<file path="src/hw/rtl/emb_pkg.sv">
// shared types, constants and the emboss arithmetic of the emboss filter
package emb_pkg;

   localparam int MAX_WIDTH    = 4096;
   localparam int HEIGHT_LIMIT = 4096;
   localparam int CFG_W        = 13;
   localparam int COL_W        = $clog2(MAX_WIDTH);
   localparam int ROW_W        = $clog2(HEIGHT_LIMIT);
   localparam int LEN_W        = $clog2(MAX_WIDTH + 2);
   localparam int HLEN_W       = $clog2(HEIGHT_LIMIT + 1);
   localparam int PIX_W        = 24;
   localparam int ACC_W        = 12;
   localparam int QUEUE_DEPTH  = 4;
   localparam int QPTR_W       = $clog2(QUEUE_DEPTH);
   localparam int QCNT_W       = $clog2(QUEUE_DEPTH + 1);

   localparam logic [CFG_W-1:0] WIDTH_RESET  = CFG_W'(640);
   localparam logic [CFG_W-1:0] HEIGHT_RESET = CFG_W'(480);

   // register indexes of the csr port
   localparam logic REG_IMAGE_WIDTH  = 1'b0;
   localparam logic REG_IMAGE_HEIGHT = 1'b1;

   // kernel, row-major
   localparam logic signed [ACC_W-1:0] EMBOSS_WEIGHT [9] = '{
      -12'sd2, -12'sd1, 12'sd0,
      -12'sd1, 12'sd1, 12'sd1,
      12'sd0, 12'sd1, 12'sd2
   };

   // one word handed from the front to the back
   typedef struct packed {
      logic             is_drain;
      logic             emit;
      logic             border;
      logic             frame_end;
      logic             use_mid;
      logic [COL_W-1:0] col;
      logic [PIX_W-1:0] pixel;
   } cmd_type;

   typedef logic [8:0][7:0] chan_window_type;

   function automatic logic [7:0] emboss_channel(chan_window_type p);
      logic signed [ACC_W-1:0] acc;
      logic [7:0]              res;
      acc = '0;
      for (int k = 0; k < 9; k++) begin
         acc = acc + EMBOSS_WEIGHT[k] * $signed(ACC_W'(p[k]));
      end
      if (acc < 0) begin
         res = 8'd0;
      end else if (acc > ACC_W'(255)) begin
         res = 8'd255;
      end else begin
         res = acc[7:0];
      end
      return res;
   endfunction

endpackage

</file>
<file path="src/hw/rtl/emb_queue.sv">
// short command queue between the front and the back
module emb_queue (
   input  logic             clock,
   input  logic             reset,
   input  logic             push,
   input  emb_pkg::cmd_type push_cmd,
   input  logic             pop,
   output emb_pkg::cmd_type head_cmd,
   output logic             not_empty,
   output logic             full
);

   emb_pkg::cmd_type                  entry_ff [emb_pkg::QUEUE_DEPTH];
   logic [emb_pkg::QPTR_W-1:0]        wr_ptr_ff, wr_ptr_in;
   logic [emb_pkg::QPTR_W-1:0]        rd_ptr_ff, rd_ptr_in;
   logic [emb_pkg::QCNT_W-1:0]        count_ff, count_in;

   assign head_cmd  = entry_ff[rd_ptr_ff];
   assign not_empty = (count_ff != '0);
   assign full      = (count_ff == emb_pkg::QCNT_W'(emb_pkg::QUEUE_DEPTH));

   always_comb begin
      wr_ptr_in = push ? wr_ptr_ff + 1'b1 : wr_ptr_ff;
      rd_ptr_in = pop ? rd_ptr_ff + 1'b1 : rd_ptr_ff;
      count_in  = count_ff;
      if (push && !pop) begin
         count_in = count_ff + 1'b1;
      end else if (pop && !push) begin
         count_in = count_ff - 1'b1;
      end
   end

   always_ff @(posedge clock) begin
      if (reset) begin
         wr_ptr_ff <= '0;
         rd_ptr_ff <= '0;
         count_ff  <= '0;
      end else begin
         wr_ptr_ff <= wr_ptr_in;
         rd_ptr_ff <= rd_ptr_in;
         count_ff  <= count_in;
      end
   end

   always_ff @(posedge clock) begin
      if (push) begin
         entry_ff[wr_ptr_ff] <= push_cmd;
      end
   end

   a_no_overflow: assert property (@(posedge clock) disable iff (reset)
      push |-> !full)
      else $error("queue written while full");

   a_no_underflow: assert property (@(posedge clock) disable iff (reset)
      pop |-> not_empty)
      else $error("queue read while empty");

endmodule

</file>
<file path="config.mk">
export PLATFORM = sky130hd
export DESIGN_NAME = emb_queue
export DESIGN_NICKNAME = d
export VERILOG_FILES = /design/src/hw/rtl/emb_pkg.sv /design/src/hw/rtl/emb_queue.sv
export SDC_FILE = /design/constraint.sdc
export NUM_CORES = 1
export LEC_CHECK = 0
export BUFFER_PORTS_ARGS = -buffer_cell sky130_fd_sc_hd__buf_2
export CAP_MARGIN = 20
export CORE_MARGIN = 4
export CORE_UTILIZATION = 45
export DETAILED_ROUTE_END_ITERATION = 10
export GPL_ROUTABILITY_DRIVEN = 0
export PLACE_DENSITY = 0.68
export SYNTH_ARGS = -nofsm -noshare
export SYNTH_HDL_FRONTEND = slang
export SYNTH_SLANG_ARGS = --single-unit
</file>
<file path="constraint.sdc">
create_clock -name clock -period 2.3 [get_ports clock]
set_clock_uncertainty 0.1 [all_clocks]
set_input_delay 0.115 -clock clock [delete_from_list [all_inputs] [get_ports clock]]
set_output_delay 0.115 -clock clock [all_outputs]
set_load 0.05 [all_outputs]
</file>
==> results_dict.tcl <==
set metrics [dict create \
    outcome "complete, no violations" \
    relSlewSlack_pct 70.54 \
    synth_edf_count 164 \
    p_total_mw 7.801 \
    antenna_found_initial 0 \
    synth_top_cell_by_area "edfxtp_1" \
    synthAdderAreaFrac_pct 1.291 \
    drive_gt1_share_pct 41.53 \
    final_util_pct 59.06 \
    slew_viol_final 0 \
    cp-end-kind "output port" \
    htreeDepth 4 \
    syn_to_final_growth_pct 28.14 \
    nNetsFinal 469 \
    die_area_um2 16190 \
    overflow 0 \
    wl_per_cell_um 18.54 \
    initial_utilization_pct 46.09 \
    yosys.area_share.xor_xnor_pct 0.6845 \
    yosys_most_used_dff "edfxtp_1" \
    final_cell_mix "edfxtp_1, buf_2, dlygate4sd3_1" \
    io_buffer_count 87 \
    avgViaCountPerCell 5.044 \
    min_period_over_period_pct 88.53 \
    syn_nets 310 \
    cts_resized 0 \
    chipHeight_um 127.2 \
    first_pass_iters 4 \
    drc 0 \
    numCtsBuffers 17 \
    placedCellCount 527 \
    grt_pass1_wl_um 17950 \
    p_per_area_nw_per_um2 951.6 \
    grt_pass1_vias 3387 \
    ys_warn_count 0 \
    grtUsageMet1_pct 18.60 \
    diodes 0 \
    ant_nets 0 \
    cts_buffer_depth 2 \
    num-fill-cells 1019 \
    crit_fanout 14 \
    synth_top_family_by_area "multiplexers" \
    synth.avg_cell_area_um2 24.70 \
    max_freq_mhz 491.1 \
    rows 43 \
    dpl.hpwl_um 6967 \
    period_needed_ps 2036 \
    cp-start-kind "register" \
    cpMaxStageDelayCell "mux4_1" \
    use_met2_pct 25.37 \
    tightest_slew_ps 441.9 \
    wirelength_um 11330 \
    path_cells "buf_12, mux4_1, buf_2" \
    cap_violations 0 \
    syn-cell-area_um2 6397 \
    numClockSinks 173 \
    p_leak_nw 2.872 \
    ys_seq_area_share_pct 79.80 \
    yosys-top-cells-area "edfxtp_1, mux4_2, dfxtp_1" \
    tns_ps 0 \
    slowest_delay_ps 560 \
    place_area_um2 7064 \
    die_width_um 127.2 \
    synth-simple-area-share_pct 1.173 \
    cts_root_buf "clkbuf_16" \
    ys_seq_elements 173 \
    rsz0062_at_grt "no" \
    final_area_um2 8198 \
    clock_latency_ps 410 \
    postSynthCellCount 259 \
    io-pin-count 88 \
    vias 3082 \
    track_usage_pct 15.08 \
    required_ps 2090 \
    path_clk_slew_ps 60 \
    setup-violations-final 0 \
    ys_types 22 \
    synthMuxAreaShare_pct 14.81 \
    grt_max_degree 29 \
    drt-initial-drc-count 185 \
    finalNonFillerCells 611 \
    ir_drop_v 0.0004227 \
    mostFrequentLayoutCell "edfxtp_1" \
    synth_compound_area_share_pct 0.1565 \
    worstHoldPathType "in -> reg" \
    async_flop_share_pct 0 \
    cts_tree "built" \
    top_usage_layer "met2" \
    crit_type "reg -> out" \
    netlist.area_leader.share_pct 76.98 \
    core_area_um2 13880 \
    critPathArrivalTime_ps 1820 \
    use_met3_pct 4.013 \
    hold_violations 0 \
]
final cells by class:
type	count	area, um^2	area share (%)
clock inverters	12	193.9	2.366
flip-flops and latches	173	5110	62.33
repair buffers	151	1054	12.85
well taps	180	225.2	2.747
clock buffers	20	436.7	5.327
multi-input cells	71	1164	14.19
inverters	4	15.01	0.1832
synth_stat cells, drive strengths merged, types with 2 or more instances:
library cell	count
and2	4
buf	10
dfxtp	9
edfxtp	164
ha	5
inv	4
mux2i	2
mux4	41
nor2	7
or3	2
xnor2	2
xor2	3
cell families after synthesis:
| group | after synthesis |
|---|---|
| simple gates | 15 |
| compound gates | 2 |
| xor+xnor | 5 |
| flops | 173 |
| buf+inv | 15 |
| fa+ha+maj | 6 |
| mux | 43 |
worst paths after layout:
kind / startpoint / end / slack, ps / depth (start not counted)
max reg2reg: count_ff[0] / count_ff[2] / 700 / 4
min: push_cmd[23] / entry_ff[3][23] / 350 / 2
max: register / head_cmd[36] / 260 / 3
min reg2reg: count_ff[2] / count_ff[2] / 400 / 2
power by group:
group	switching, mW	leakage (nW)	internal (mW)
Combinational	0.734	0.995	0.394
Clock	1.09	0.295	1.92
Sequential	0.0502	1.58	3.61
Total	1.87	2.87	5.93
through the flow:
stage | hold slack, ps | setup WS, ps
floorplan | 113.9 | 264.6
global placement | 225.2 | 509.9
detailed placement | 231.0 | 506.2
CTS | 324.5 | 49.31
global route | 330.9 | 171.2
finish | 347.6 | 263.7
state kept, by name (all words and copies together) (netlist names), named ones only:
name,flops
count_ff,3
entry_ff,164
rd_ptr_ff,2
wr_ptr_ff,2
routing by layer:
metal / share of wire (%) / up-vias
met2: 52 / 78
li1: - / 1398
met5: 0 / -
met4: 1.6 / 0
met1: 42 / 1593
met3: 4.0 / 13
repair_timing:
| action | CTS | global route |
|---|---|---|
| buffers inserted | 0 | 7 |
| hold buffers | 45 | 0 |
| hold endpoints to repair | 173 | 0 |
| setup endpoints to repair | 0 | 2 |
critical path, delay by kind of cell, from the launching register on:
kind	cells	cell delay (ps)
multiplexers	1	560
flip-flops	1	430
buffers and inverters	2	420
No activity file was read; power rests on OpenSTA's default activity.
